**config.mk**
```make
export PLATFORM = sky130hd
export DESIGN_NAME = dshot_multi_motor_transmitter_core_flat
export DESIGN_NICKNAME = d
export VERILOG_FILES = /design/src/hw/rtl/dmt_pkg.sv /design/src/hw/rtl/dmt_if.sv /design/src/hw/rtl/dshot_multi_motor_transmitter_core.sv /design/src/hw/rtl/dmt_front.sv /design/src/hw/rtl/dmt_queue.sv /design/src/hw/rtl/dmt_back.sv /design/src/flat_wrapper.sv
export SDC_FILE = /design/constraint.sdc
export NUM_CORES = 2
export LEC_CHECK = 0
export ABC_AREA = 0
export BUFFER_PORTS_ARGS = -buffer_cell sky130_fd_sc_hd__buf_2
export CORE_MARGIN = 4
export CORE_UTILIZATION = 34
export CTS_CLUSTER_SIZE = 25
export DETAILED_ROUTE_END_ITERATION = 12
export PLACE_DENSITY = 0.46
export SYNTH_ARGS = -nofsm -noshare
export SYNTH_HDL_FRONTEND = slang
export SYNTH_HIERARCHICAL = 1
export SYNTH_SLANG_ARGS = --single-unit
```
**constraint.sdc**
```tcl
create_clock -name clk -period 7.9 [get_ports clk]
set_input_delay 0.79 -clock clk [delete_from_list [all_inputs] [get_ports clk]]
set_output_delay 0.79 -clock clk [all_outputs]
set_load 0.01 [all_outputs]
```
**src/hw/rtl/dmt_pkg.sv**
```systemverilog
`default_nettype none

package dmt_pkg;

    // Motor count and bit timer width
    localparam int NUM_MOTORS  = 4;
    localparam int COUNT_WIDTH = 16;

    // Only four motors have throttle fields and lines
    localparam int LINES = (NUM_MOTORS > 4) ? 4 : NUM_MOTORS;
    localparam logic [3:0] LINE_MASK = 4'((1 << LINES) - 1);
    localparam logic [COUNT_WIDTH-1:0] CNT_MAX = '1;

    // Width used to compare the counter against a phase length
    localparam int CMP_W = (COUNT_WIDTH + 1 > 17) ? COUNT_WIDTH + 1 : 17;

    localparam int THR_W  = 16;
    localparam int VAL_W  = 11;
    localparam int WORD_W = 16;
    localparam int LEN_W  = 16;
    localparam int CMD_W  = 6;

    // Throttle mapping constants
    localparam logic [VAL_W-1:0] COEF_3D     = 11'd999;
    localparam logic [VAL_W-1:0] COEF_NORMAL = 11'd1999;
    localparam logic [VAL_W:0]   BASE_LOW    = 12'd48;
    localparam logic [VAL_W:0]   BASE_3D_FWD = 12'd1048;
    localparam logic [VAL_W:0]   VAL_LIMIT   = 12'd2048;

    // Item operation codes
    localparam logic [1:0] OP_TICK     = 2'd0;
    localparam logic [1:0] OP_THROTTLE = 2'd1;
    localparam logic [1:0] OP_COMMAND  = 2'd2;

    // Configuration register indexes
    localparam logic [1:0] REG_THREE_D_MODE      = 2'd0;
    localparam logic [1:0] REG_LOW_CYCLES        = 2'd1;
    localparam logic [1:0] REG_ZERO_HIGH_CYCLES  = 2'd2;
    localparam logic [1:0] REG_EXTRA_HIGH_CYCLES = 2'd3;

    typedef enum logic [1:0] {
        PH_LOW  = 2'd0,
        PH_HIGH = 2'd1,
        PH_DATA = 2'd2
    } phase_t;

    typedef struct packed {
        logic             three_d_mode;
        logic [LEN_W-1:0] low_cycles;
        logic [LEN_W-1:0] zero_high_cycles;
        logic [LEN_W-1:0] extra_high_cycles;
    } cfg_t;

    // Classified item carried from the front end to the serializer
    typedef struct packed {
        logic [1:0]            op;
        logic [3:0][VAL_W-1:0] scaled;
        logic [3:0]            neg;
        logic [CMD_W-1:0]      command;
        logic                  telemetry;
    } item_t;

    function automatic logic [VAL_W-1:0] map_value(
        input logic [VAL_W-1:0] scaled,
        input logic             neg,
        input logic             three_d
    );
        logic [VAL_W:0] sum;
        if (three_d) begin
            sum = (neg ? BASE_LOW : BASE_3D_FWD) + {1'b0, scaled};
        end else if (neg) begin
            sum = '0;
        end else begin
            sum = BASE_LOW + {1'b0, scaled};
        end
        if (sum < BASE_LOW || sum >= VAL_LIMIT) begin
            sum = '0;
        end
        return sum[VAL_W-1:0];
    endfunction

    function automatic logic [WORD_W-1:0] make_word(
        input logic [VAL_W-1:0] value,
        input logic             tel
    );
        logic [VAL_W:0] p;
        logic [3:0]     cs;
        p  = {value, tel};
        cs = p[3:0] ^ p[7:4] ^ p[11:8];
        return {p, cs};
    endfunction

endpackage

`default_nettype wire

```
**src/hw/rtl/dmt_if.sv**
```systemverilog
`default_nettype none

interface dmt_in_if;
    logic                                  valid;
    logic                                  ready;
    logic [1:0]                            op;
    logic signed [dmt_pkg::THR_W-1:0]      throttle_0;
    logic signed [dmt_pkg::THR_W-1:0]      throttle_1;
    logic signed [dmt_pkg::THR_W-1:0]      throttle_2;
    logic signed [dmt_pkg::THR_W-1:0]      throttle_3;
    logic [dmt_pkg::CMD_W-1:0]             command;
    logic                                  telemetry;

    modport source (
        output valid, op, throttle_0, throttle_1, throttle_2, throttle_3, command, telemetry,
        input  ready
    );
    modport sink (
        input  valid, op, throttle_0, throttle_1, throttle_2, throttle_3, command, telemetry,
        output ready
    );
endinterface

interface dmt_out_if;
    logic       valid;
    logic       ready;
    logic [3:0] pin_levels;
    logic       busy_res;
    logic       accepted;
    logic       frame_done;

    modport source (
        output valid, pin_levels, busy_res, accepted, frame_done,
        input  ready
    );
    modport sink (
        input  valid, pin_levels, busy_res, accepted, frame_done,
        output ready
    );
endinterface

`default_nettype wire

```
**src/hw/rtl/dshot_multi_motor_transmitter_core.sv**
```systemverilog
`default_nettype none

// Channel  Role  Handshake            Payload
// req      sink  req.valid/req.ready  op, throttle_0..3, command, telemetry
// rsp      src   rsp.valid/rsp.ready  pin_levels, busy_res, accepted, frame_done
// cfg      in    cfg_we               cfg_index, cfg_data (no wait, no read-back)
//
// One item per clock sustained while rsp is ready; a result is registered in turn
// by the front-end register, the two-entry queue and the serializer output register.
// The throttle multipliers sit in the front end; the serializer does one bit-timer
// step or one frame load per cycle while rsp is not stalled.
// rst_n clears all control state and the configuration to its defaults.
// A stall on rsp backs up the queue; req keeps accepting until the queue fills.

module dshot_multi_motor_transmitter_core (
    input  wire logic                          clk,
    input  wire logic                          rst_n,
    dmt_in_if.sink                             req,
    dmt_out_if.source                          rsp,
    input  wire logic                          cfg_we,
    input  wire logic [1:0]                    cfg_index,
    input  wire logic [dmt_pkg::LEN_W-1:0]     cfg_data
);

    dmt_pkg::cfg_t  cfg_reg;

    logic           front_valid;
    logic           front_ready;
    dmt_pkg::item_t front_item;
    logic           queue_valid;
    logic           queue_ready;
    dmt_pkg::item_t queue_item;

    // Config registers; written by user only while pipeline drained; unchecked
    always_ff @(posedge clk or negedge rst_n)
    begin
        if (!rst_n)
        begin
            cfg_reg.three_d_mode      <= 1'b0;
            cfg_reg.low_cycles        <= 16'd177;
            cfg_reg.zero_high_cycles  <= 16'd177;
            cfg_reg.extra_high_cycles <= 16'd177;
        end
        else if (cfg_we)
        begin
            case (cfg_index)
                dmt_pkg::REG_THREE_D_MODE:      cfg_reg.three_d_mode      <= cfg_data[0];
                dmt_pkg::REG_LOW_CYCLES:        cfg_reg.low_cycles        <= cfg_data;
                dmt_pkg::REG_ZERO_HIGH_CYCLES:  cfg_reg.zero_high_cycles  <= cfg_data;
                dmt_pkg::REG_EXTRA_HIGH_CYCLES: cfg_reg.extra_high_cycles <= cfg_data;
                default:                        cfg_reg.three_d_mode      <= cfg_reg.three_d_mode;
            endcase
        end
    end

    // Front end: capture the transfer and scale the throttles
    dmt_front u_front (
        .clk          (clk),
        .rst_n        (rst_n),
        .three_d_mode (cfg_reg.three_d_mode),
        .req          (req),
        .item_valid   (front_valid),
        .item_ready   (front_ready),
        .item         (front_item)
    );

    // Queue decouples the front end from serializer stalls
    dmt_queue u_queue (
        .clk        (clk),
        .rst_n      (rst_n),
        .push_valid (front_valid),
        .push_ready (front_ready),
        .push_item  (front_item),
        .pop_valid  (queue_valid),
        .pop_ready  (queue_ready),
        .pop_item   (queue_item)
    );

    // Back end: build frames, advance the bit timer, drive the result
    dmt_back u_back (
        .clk        (clk),
        .rst_n      (rst_n),
        .cfg        (cfg_reg),
        .item_valid (queue_valid),
        .item_ready (queue_ready),
        .item       (queue_item),
        .rsp        (rsp)
    );

endmodule

`default_nettype wire

```
**src/hw/rtl/dmt_front.sv**
```systemverilog
`default_nettype none

module dmt_front (
    input  wire logic           clk,
    input  wire logic           rst_n,
    input  wire logic           three_d_mode,
    dmt_in_if.sink              req,
    output logic                item_valid,
    input  wire logic           item_ready,
    output dmt_pkg::item_t      item
);

    logic                                 valid_reg;
    dmt_pkg::item_t                       item_reg;
    dmt_pkg::item_t                       item_next;
    logic [3:0][dmt_pkg::THR_W-1:0]       thr;
    logic [dmt_pkg::THR_W-1:0]            mag;
    logic [dmt_pkg::THR_W+dmt_pkg::VAL_W-1:0] prod;
    logic [dmt_pkg::VAL_W-1:0]            coef;
    logic                                 take;

    assign req.ready  = !valid_reg || item_ready;
    assign take       = req.valid && req.ready;
    assign item_valid = valid_reg;
    assign item       = item_reg;

    // Scale each throttle magnitude; the add and range check happen downstream
    always_comb
    begin
        thr  = {req.throttle_3, req.throttle_2, req.throttle_1, req.throttle_0};
        coef = three_d_mode ? dmt_pkg::COEF_3D : dmt_pkg::COEF_NORMAL;
        item_next.op        = req.op;
        item_next.command   = req.command;
        item_next.telemetry = req.telemetry;
        mag  = '0;
        prod = '0;
        for (int i = 0; i < 4; i++)
        begin
            item_next.neg[i]    = thr[i][dmt_pkg::THR_W-1];
            mag                 = thr[i][dmt_pkg::THR_W-1] ? (~thr[i] + 16'd1) : thr[i];
            prod                = {11'd0, mag} * {16'd0, coef};
            item_next.scaled[i] = prod[dmt_pkg::THR_W+dmt_pkg::VAL_W-2:dmt_pkg::THR_W-1];
        end
    end

    always_ff @(posedge clk or negedge rst_n)
    begin
        if (!rst_n)
        begin
            valid_reg <= 1'b0;
        end
        else if (take)
        begin
            valid_reg <= 1'b1;
        end
        else if (item_ready)
        begin
            valid_reg <= 1'b0;
        end
    end

    always_ff @(posedge clk)
    begin
        if (take)
        begin
            item_reg <= item_next;
        end
    end

endmodule

`default_nettype wire

```
**src/hw/rtl/dmt_queue.sv**
```systemverilog
`default_nettype none

module dmt_queue (
    input  wire logic           clk,
    input  wire logic           rst_n,
    input  wire logic           push_valid,
    output logic                push_ready,
    input  wire dmt_pkg::item_t push_item,
    output logic                pop_valid,
    input  wire logic           pop_ready,
    output dmt_pkg::item_t      pop_item
);

    dmt_pkg::item_t mem_reg [2];
    logic           wr_ptr_reg;
    logic           rd_ptr_reg;
    logic [1:0]     count_reg;
    logic           push;
    logic           pop;

    assign push_ready = (count_reg != 2'd2);
    assign pop_valid  = (count_reg != 2'd0);
    assign pop_item   = mem_reg[rd_ptr_reg];
    assign push       = push_valid && push_ready;
    assign pop        = pop_valid && pop_ready;

    always_ff @(posedge clk or negedge rst_n)
    begin
        if (!rst_n)
        begin
            wr_ptr_reg <= 1'b0;
            rd_ptr_reg <= 1'b0;
            count_reg  <= 2'd0;
        end
        else
        begin
            if (push)
            begin
                wr_ptr_reg <= ~wr_ptr_reg;
            end
            if (pop)
            begin
                rd_ptr_reg <= ~rd_ptr_reg;
            end
            if (push && !pop)
            begin
                count_reg <= count_reg + 2'd1;
            end
            else if (pop && !push)
            begin
                count_reg <= count_reg - 2'd1;
            end
        end
    end

    always_ff @(posedge clk)
    begin
        if (push)
        begin
            mem_reg[wr_ptr_reg] <= push_item;
        end
    end

endmodule

`default_nettype wire

```
**src/hw/rtl/dmt_back.sv**
```systemverilog
`default_nettype none

module dmt_back (
    input  wire logic           clk,
    input  wire logic           rst_n,
    input  wire dmt_pkg::cfg_t  cfg,
    input  wire logic           item_valid,
    output logic                item_ready,
    input  wire dmt_pkg::item_t item,
    dmt_out_if.source           rsp
);

    logic [3:0][dmt_pkg::WORD_W-1:0]  words_reg, words_next;
    logic [3:0]                       bit_reg, bit_next;
    dmt_pkg::phase_t                  phase_reg, phase_next;
    logic [dmt_pkg::COUNT_WIDTH-1:0]  cnt_reg, cnt_next;
    logic                             active_reg, active_next;
    logic [3:0]                       lines_reg, lines_next;
    logic                             acc_next, done_next;

    logic                             rsp_valid_reg;
    logic [3:0]                       pin_reg;
    logic                             busy_reg, acc_reg, done_reg;

    logic                             take;
    logic [dmt_pkg::LEN_W-1:0]        len;
    logic [dmt_pkg::COUNT_WIDTH:0]    cnt_inc;
    logic                             phase_end;
    logic [3:0]                       level;
    logic [dmt_pkg::VAL_W-1:0]        val;

    assign item_ready     = !rsp_valid_reg || rsp.ready;
    assign take           = item_valid && item_ready;
    assign rsp.valid      = rsp_valid_reg;
    assign rsp.pin_levels = pin_reg;
    assign rsp.busy_res   = busy_reg;
    assign rsp.accepted   = acc_reg;
    assign rsp.frame_done = done_reg;

    always_comb
    begin
        case (phase_reg)
            dmt_pkg::PH_LOW:  len = cfg.low_cycles;
            dmt_pkg::PH_HIGH: len = cfg.zero_high_cycles;
            default:          len = cfg.extra_high_cycles;
        endcase
        cnt_inc   = {1'b0, cnt_reg} + {{dmt_pkg::COUNT_WIDTH{1'b0}}, 1'b1};
        phase_end = (dmt_pkg::CMP_W'(cnt_inc) >= dmt_pkg::CMP_W'(len))
                    || (cnt_reg == dmt_pkg::CNT_MAX);

        level = '0;
        case (phase_reg)
            dmt_pkg::PH_LOW:  level = '0;
            dmt_pkg::PH_HIGH: level = dmt_pkg::LINE_MASK;
            default:
            begin
                for (int i = 0; i < 4; i++)
                begin
                    level[i] = words_reg[i][~bit_reg];
                end
                level = level & dmt_pkg::LINE_MASK;
            end
        endcase

        words_next  = words_reg;
        bit_next    = bit_reg;
        phase_next  = phase_reg;
        cnt_next    = cnt_reg;
        active_next = active_reg;
        lines_next  = lines_reg;
        acc_next    = 1'b0;
        done_next   = 1'b0;
        val         = '0;

        case (item.op)
            dmt_pkg::OP_THROTTLE, dmt_pkg::OP_COMMAND:
            begin
                if (!active_reg)
                begin
                    for (int i = 0; i < 4; i++)
                    begin
                        if (item.op == dmt_pkg::OP_THROTTLE)
                        begin
                            val = dmt_pkg::map_value(item.scaled[i], item.neg[i],
                                                     cfg.three_d_mode);
                            words_next[i] = dmt_pkg::make_word(val, 1'b0);
                        end
                        else
                        begin
                            words_next[i] = dmt_pkg::make_word(
                                {5'd0, item.command}, item.telemetry);
                        end
                    end
                    bit_next    = '0;
                    phase_next  = dmt_pkg::PH_LOW;
                    cnt_next    = '0;
                    active_next = 1'b1;
                    acc_next    = 1'b1;
                end
            end
            dmt_pkg::OP_TICK:
            begin
                if (active_reg)
                begin
                    lines_next = level;
                    if (phase_end)
                    begin
                        cnt_next = '0;
                        if (phase_reg == dmt_pkg::PH_DATA)
                        begin
                            phase_next = dmt_pkg::PH_LOW;
                            if (bit_reg == 4'd15)
                            begin
                                bit_next    = '0;
                                active_next = 1'b0;
                                done_next   = 1'b1;
                                lines_next  = '0;
                            end
                            else
                            begin
                                bit_next = bit_reg + 4'd1;
                            end
                        end
                        else if (phase_reg == dmt_pkg::PH_LOW)
                        begin
                            phase_next = dmt_pkg::PH_HIGH;
                        end
                        else
                        begin
                            phase_next = dmt_pkg::PH_DATA;
                        end
                    end
                    else
                    begin
                        cnt_next = cnt_inc[dmt_pkg::COUNT_WIDTH-1:0];
                    end
                end
                else
                begin
                    lines_next = '0;
                end
            end
            default:
            begin
                acc_next = 1'b0;
            end
        endcase
    end

    always_ff @(posedge clk or negedge rst_n)
    begin
        if (!rst_n)
        begin
            words_reg     <= '0;
            bit_reg       <= '0;
            phase_reg     <= dmt_pkg::PH_LOW;
            cnt_reg       <= '0;
            active_reg    <= 1'b0;
            lines_reg     <= '0;
            rsp_valid_reg <= 1'b0;
        end
        else
        begin
            if (take)
            begin
                words_reg     <= words_next;
                bit_reg       <= bit_next;
                phase_reg     <= phase_next;
                cnt_reg       <= cnt_next;
                active_reg    <= active_next;
                lines_reg     <= lines_next;
                rsp_valid_reg <= 1'b1;
            end
            else if (rsp.ready)
            begin
                rsp_valid_reg <= 1'b0;
            end
        end
    end

    always_ff @(posedge clk)
    begin
        if (take)
        begin
            pin_reg  <= lines_next;
            busy_reg <= active_next;
            acc_reg  <= acc_next;
            done_reg <= done_next;
        end
    end

    // Idle serializer keeps all lines low and its position cleared
    a_idle_lines_low: assert property (@(posedge clk) disable iff (!rst_n)
        !active_reg |-> (lines_reg == 4'd0))
        else $error("lines driven while idle");

    a_idle_pos_clear: assert property (@(posedge clk) disable iff (!rst_n)
        !active_reg |-> (bit_reg == 4'd0 && phase_reg == dmt_pkg::PH_LOW && cnt_reg == '0))
        else $error("bit position not cleared while idle");

    a_accept_busy: assert property (@(posedge clk) disable iff (!rst_n)
        (take && acc_next) |=> (active_reg && rsp.busy_res && rsp.accepted))
        else $error("accepted send did not start a frame");

    a_done_releases: assert property (@(posedge clk) disable iff (!rst_n)
        (rsp_valid_reg && done_reg) |-> (!busy_reg && pin_reg == 4'd0 && !acc_reg))
        else $error("frame end with lines or busy still set");

endmodule

`default_nettype wire

```
**src/flat_wrapper.sv**
```systemverilog
// flat-port wrapper written by rule: the top's interface ports become plain ports
module dshot_multi_motor_transmitter_core_flat 
  (clk, rst_n, cfg_we, cfg_index, cfg_data, req_valid, req_op, req_throttle_0, req_throttle_1, req_throttle_2, req_throttle_3, req_command, req_telemetry, req_ready, rsp_valid, rsp_pin_levels, rsp_busy_res, rsp_accepted, rsp_frame_done, rsp_ready);
  dmt_in_if req_i ();
  dmt_out_if rsp_i ();
  input  wire logic clk;
  input  wire logic rst_n;
  input  wire logic cfg_we;
  input  wire logic [1:0] cfg_index;
  input  wire logic [dmt_pkg::LEN_W-1:0] cfg_data;
  input wire logic [$bits(req_i.valid)-1:0] req_valid;
  input wire logic [$bits(req_i.op)-1:0] req_op;
  input wire logic [$bits(req_i.throttle_0)-1:0] req_throttle_0;
  input wire logic [$bits(req_i.throttle_1)-1:0] req_throttle_1;
  input wire logic [$bits(req_i.throttle_2)-1:0] req_throttle_2;
  input wire logic [$bits(req_i.throttle_3)-1:0] req_throttle_3;
  input wire logic [$bits(req_i.command)-1:0] req_command;
  input wire logic [$bits(req_i.telemetry)-1:0] req_telemetry;
  output wire logic [$bits(req_i.ready)-1:0] req_ready;
  output wire logic [$bits(rsp_i.valid)-1:0] rsp_valid;
  output wire logic [$bits(rsp_i.pin_levels)-1:0] rsp_pin_levels;
  output wire logic [$bits(rsp_i.busy_res)-1:0] rsp_busy_res;
  output wire logic [$bits(rsp_i.accepted)-1:0] rsp_accepted;
  output wire logic [$bits(rsp_i.frame_done)-1:0] rsp_frame_done;
  input wire logic [$bits(rsp_i.ready)-1:0] rsp_ready;
  assign req_i.valid = req_valid;
  assign req_i.op = req_op;
  assign req_i.throttle_0 = req_throttle_0;
  assign req_i.throttle_1 = req_throttle_1;
  assign req_i.throttle_2 = req_throttle_2;
  assign req_i.throttle_3 = req_throttle_3;
  assign req_i.command = req_command;
  assign req_i.telemetry = req_telemetry;
  assign req_ready = req_i.ready;
  assign rsp_valid = rsp_i.valid;
  assign rsp_pin_levels = rsp_i.pin_levels;
  assign rsp_busy_res = rsp_i.busy_res;
  assign rsp_accepted = rsp_i.accepted;
  assign rsp_frame_done = rsp_i.frame_done;
  assign rsp_i.ready = rsp_ready;
  dshot_multi_motor_transmitter_core u_core (.clk(clk), .rst_n(rst_n), .req(req_i), .rsp(rsp_i), .cfg_we(cfg_we), .cfg_index(cfg_index), .cfg_data(cfg_data));
endmodule
```
# Word level (Yosys, flattened, before mapping)
# Memories as Yosys holds them, arrays and structs flattened.
# Cells that the tools add are included.
# word_totals
reg_bits,210
ramBits,114
input_bits,96
out_inout_bits,9
memories,1
# mem_list
name,words,word_bits,rd,rd_clocked_by_memory_dff,write_ports,line_no,source
u_core.u_queue.mem_reg,2,57,1,0,1,dmt_queue.sv:14,dmt_pkg::item_t mem_reg [2];
# op_classes
n_addsub,16
mul,4
magnitude_cmp,10
n_eq_ne,14
muxes,95
n_bitwise,17
n_reduce_logical,34
# ops
operator,n
$mux W12,20
$mux W11,21
$mux W16,11
$mul A16 B11 Y26,4
$add A16 B1 Y16 const B,4
$not A16 Y16,4
$pmux W16 S2,2
$add A11 B11 Y12,4
$add A6 B11 Y12 const A,4
$ge A12 B12 Y1 const B,4
$lt A12 B6 Y1 const B,4
$mux W4,10
$xor A4 B4 Y4,8
$add A16 B1 Y17 const B,1
$ge A17 B16 Y1,1
$bmux W1 S4,4
$eq A16 B16 Y1 const B,1
$mux W1,16
$pmux W4 S2,2
$mux W2,7
$ne A2 B2 Y1 const B,5
$reduce_bool A2 Y1,5
$eq A2 B2 Y1 const B,4
$reduce_and A2 Y1,4
20 further kinds,40

# Logic depth before layout (Yosys ltp)
# An unclocked memory read counts as a cell.
# logic_depth
ltp_word,16
mapped_depth,26
ltp_nobuf,26

# Hierarchy
# The synthesis kept the hierarchy.
# by_module_without_submodules
module,n_inst,cells_per_inst,area_each_um2,seq_area_each_um2
dmt_front,1,1974,19753.9,1736.7
dmt_back,1,854,7652.3,2437.3
dmt_queue,1,195,4383.0,3523.4
dshot_multi_motor_transmitter_core,1,105,2004.4,1241.2

# Worst setup path before layout
# No wires, ideal clock.
# synth_timing
kind,input to register
start,input req_throttle_0[5]
end,"register u_core.u_front.item_reg (netlist bit u_core/u_front/item[21]), data pin"
arrival_ns,6.864
required_ns,7.640
slack_ns,0.776
cell_stages,25
n_path_buf,0
path_cell_list,or4_4 > or3_4 > or4_2 > o21ai_0 > xnor2_1 > inv_1 > nor2_1 > ha_1 > inv_1 > fa_1 > inv_1 > fa_1 > fa_1 > inv_1 > fa_1 > inv_1 > ha_1 > a21o_1 > a21o_1 > a21oi_1 > o31a_1 > o211ai_1 > a31o_2 > a21oi_1 > xnor2_1
# synth_rtl
item,line_no,source
from (decl),flat_wrapper.sv:13,input wire logic [$bits(req_i.throttle_0)-1:0] req_throttle_0;
to (signal assigned),dmt_front.sv:66,item_reg <= item_next;
to (decl),dmt_front.sv:14,dmt_pkg::item_t item_reg;

==> impl_results.md <==
* GRT Overall Usage at 14.8%
* Pre-Repair DR Iteration Count at 5
* Filler instances at 9822
* Via count at 21200
* Clock tree sinks at 321
* CP max-delay cell: sky130_fd_sc_hd__fa_1
* Register clock-pin slew on the reported worst setup and hold paths at 0.06 ns
* Synthesized netlist net count at 3980
* Worst setup slack after placement at 0.378 ns
* Final Hold Viols at 0
* Commonest cells after routing, fill and taps aside: 673 x sky130_fd_sc_hd__inv_1, 420 x sky130_fd_sc_hd__fa_1, 336 x sky130_fd_sc_hd__ha_1
* Leading post-synthesis cells by cell area: sky130_fd_sc_hd__fa_1 25%, sky130_fd_sc_hd__edfxtp_1 16%, sky130_fd_sc_hd__ha_1 12%
* Clock root buffer: sky130_fd_sc_hd__clkbuf_16
* DPL Wire Length at 61.4 mm
* Total wire length after detailed routing at 76.2 mm
* Row Count at 115
* Cell count after synthesis at 3128
* Worst slew pin tran at 1.08 ns
* Antenna violations before repair at 1
* Clock insertion delay at the later pin of the skew report at 0.56 ns
* Ports at 105
* Largest net degree at the start of global routing at 76
* Finished layout cell area at 37300 um2
* Count of flip-flops with a built-in enable after synthesis at 178
* Classification of the worst-slack hold path: in2async
* Number of distinct library cells after synthesis at 86
* Top cell type's share of synthesized area at 24.9%
* Seq cells post-synth at 321
* Final worst path period share at 87.6%
* Worst-path fanout max at 6
* Post-synth ARST share at 44.5%
* Data arrival at the endpoint of the critical path at 7.22 ns
* Cell class contributing the biggest share of worst-path delay: adder cells
* Aggregate global routing overflow at 0
* GR met3 Demand/Resource at 1.50%
* Routing layer with the top usage in global route: met2
* Maximum achievable frequency at 0.145 GHz
* Global-route wire length before repair at 124 mm
* Buffer count from post-CTS setup fixing at 0
* Top flip-flop cell by instance count after synthesis: sky130_fd_sc_hd__edfxtp_1
* Number of global-route vias before repair at 22400
* Total setup violations reported at the end of the flow at 0
* Die span in y at 323 um
* Count of H-tree levels built during CTS at 2
* Fin worst setup slack at 0.981 ns
* Routed wire per std cell at 16.6 um
* CTS buffer count at 38
* Category of the worst setup path capture point: flip-flop
* Max Slew Vio Count at 0
* Buffers plus inverters on the worst setup path at 6
* Chip Width at 323 um
* Worst-case headroom to the max-slew limit at 27.7%
* Critical path launch point type: input port
* Met2 Usage GRT at 23.5%
* Final critical delay including setup and external delays at 6.92 ns
* Kind of critical path: in2reg
* Number of antenna-violating nets in the routed design at 0
* Sequential standard cell area at 8940 um2
* Final weighted congestion of routability-driven global placement at 0.829
* Starting Density at 34.3%
* Result of the run: finished clean
* Met1 track demand over resource in global routing at 22.2%
* Total die area at 105000 um2
* Yosys synthesis warning count at 6
* Hold buffers post-CTS at 0
* Largest stage delay on the critical path at 0.52 ns
* Worst Path Required at 8.20 ns
* Flip-flop count of the largest register after layout at 114
* Mean post-synth cell area at 10.8 um2
* Most frequent standard cell in the layout excluding fill and tap cells: sky130_fd_sc_hd__inv_1
* Max-cap violations at 0
* Setup repair after global routing missed its margin: no
* Fraction of layout instances using a drive strength above 1 at 12.8%
* DP Area at 36100 um2
* Worst clock skew at 0.0305 ns
* Number of DRC violations after detailed-routing iteration 0 at 1077
* Area of combinational cells with multiple inputs at 22000 um2
* Buffers on Ports at 104
* Count of inserted antenna diode cells at 0
* Core Region at 98600 um2
* Area of the mapped netlist at 33800 um2
* Count of unresolved DRC violations after routing at 0
* Synthesis-to-layout area growth at 10.4%
* Crit path top cell by count: sky130_fd_sc_hd__inv_1
* Bufs on Longest Clock Path at 3
* Fraction of the yosys area taken by sequential cells at 26.5%
* CTS tree: done
* Final TNS setup at 0 ns
* Post-layout nets at 4114
* Post_cts resized at 0
* Average via count per standard cell at 4.64
* Library cell occupying the most area in the post-synthesis netlist: sky130_fd_sc_hd__fa_1
## final timing paths
| kind | start | to | slack [ns] | cells past startpoint |
|---|---|---|---|---|
| worst max-delay path | req_throttle_3[5] | u_core/u_front/item[53] | 0.98 | 25 |
| worst min-delay path | rst_n | u_core/u_back/phase_reg[1] | 0.25 | 1 |
| worst max register to register | u_core/cfg_reg[48] | u_core/u_front/item[53] | 1.53 | 18 |
| worst min register to register | u_core/u_front/item[43] | u_core/u_queue/mem_reg[0][43] | 0.44 | 0 |
| max in group asynchronous | rst_n | u_core/u_back/words_reg[32] | 6.27 | 2 |
| min in group clk | req_op[0] | u_core/u_front/item[55] | 0.42 | 1 |
## worst reg2reg max path, stage by stage, from the launching register on
cell and delay (ns):
sky130_fd_sc_hd__dfrtp_4 0.73, sky130_fd_sc_hd__or2_2 0.51, sky130_fd_sc_hd__fa_1 0.51, sky130_fd_sc_hd__inv_1 0.06, sky130_fd_sc_hd__fa_1 0.53, sky130_fd_sc_hd__fa_1 0.52, sky130_fd_sc_hd__fa_1 0.55, sky130_fd_sc_hd__inv_1 0.06
sky130_fd_sc_hd__fa_1 0.52, sky130_fd_sc_hd__inv_1 0.04, sky130_fd_sc_hd__ha_1 0.30, sky130_fd_sc_hd__and3_1 0.18, sky130_fd_sc_hd__a221oi_1 0.25, sky130_fd_sc_hd__o21ai_0 0.27, sky130_fd_sc_hd__a2111o_1 0.49, sky130_fd_sc_hd__a31oi_1 0.21
sky130_fd_sc_hd__nand2b_1 0.12, sky130_fd_sc_hd__a21oi_1 0.19, sky130_fd_sc_hd__xnor2_1 0.08
## cells by family (layout without fill, tap and decap cells)
group | Yosys count | count (layout) | share of synthesized area, %
compound gates | 397 | 397 | 7.86
xor+xnor | 184 | 184 | 4.77
fa+ha+maj | 756 | 756 | 37.3
buf+inv | 749 | 912 | 8.56
flops | 321 | 321 | 26.5
mux | 157 | 157 | 6.22
simple gates | 564 | 564 | 8.82
## metal layers
metal  wire length [um]  vias to the layer above
met1              38900                    10400
li1                   -                    10600
met5                  7                        -
met2              34200                      244
met4                965                        2
met3               2060                       49
## cells in the mapped netlist (19+ instances only)
cell type / instances
sky130_fd_sc_hd__edfxtp_1: 178
sky130_fd_sc_hd__clkbuf_1: 47
sky130_fd_sc_hd__o31ai_1: 35
sky130_fd_sc_hd__or2_2: 19
sky130_fd_sc_hd__mux2i_1: 27
sky130_fd_sc_hd__a21o_1: 22
sky130_fd_sc_hd__fa_1: 420
sky130_fd_sc_hd__nand2_1: 149
sky130_fd_sc_hd__xor2_1: 50
sky130_fd_sc_hd__mux2_2: 64
sky130_fd_sc_hd__and2_1: 20
sky130_fd_sc_hd__nor2b_1: 41
sky130_fd_sc_hd__mux2_4: 50
sky130_fd_sc_hd__ha_1: 336
sky130_fd_sc_hd__o21ai_0: 77
sky130_fd_sc_hd__nor2_1: 116
sky130_fd_sc_hd__inv_1: 673
sky130_fd_sc_hd__dfrtp_1: 131
sky130_fd_sc_hd__nand2b_1: 46
sky130_fd_sc_hd__a22o_1: 19
sky130_fd_sc_hd__a21oi_1: 93
sky130_fd_sc_hd__nor3_1: 23
sky130_fd_sc_hd__or3_1: 22
sky130_fd_sc_hd__nand3_1: 27
sky130_fd_sc_hd__xnor2_1: 134
## final cells by class
| class | count | share of cell area [%] |
|---|---|---|
| clock buffers | 53 | 2.83 |
| well taps | 1287 | 4.31 |
| clock inverters | 16 | 0.422 |
| flip-flops and latches | 321 | 24.0 |
| repair buffers | 168 | 2.77 |
| inverters | 675 | 6.79 |
| multi-input cells | 2058 | 58.9 |
## metrics by stage
step                instances  utilization (%)  hold WS, ns
finish                   4578             37.9        0.246
floorplan                3128                -        0.421
global route             4578             37.9        0.292
global placement         4509             36.6        0.425
detailed placement       4509             36.6        0.431
CTS                      4578             37.9        0.260
Power is not shown: default switching activity piles up to over one toggle a cycle in this logic, so the estimate is an artifact.
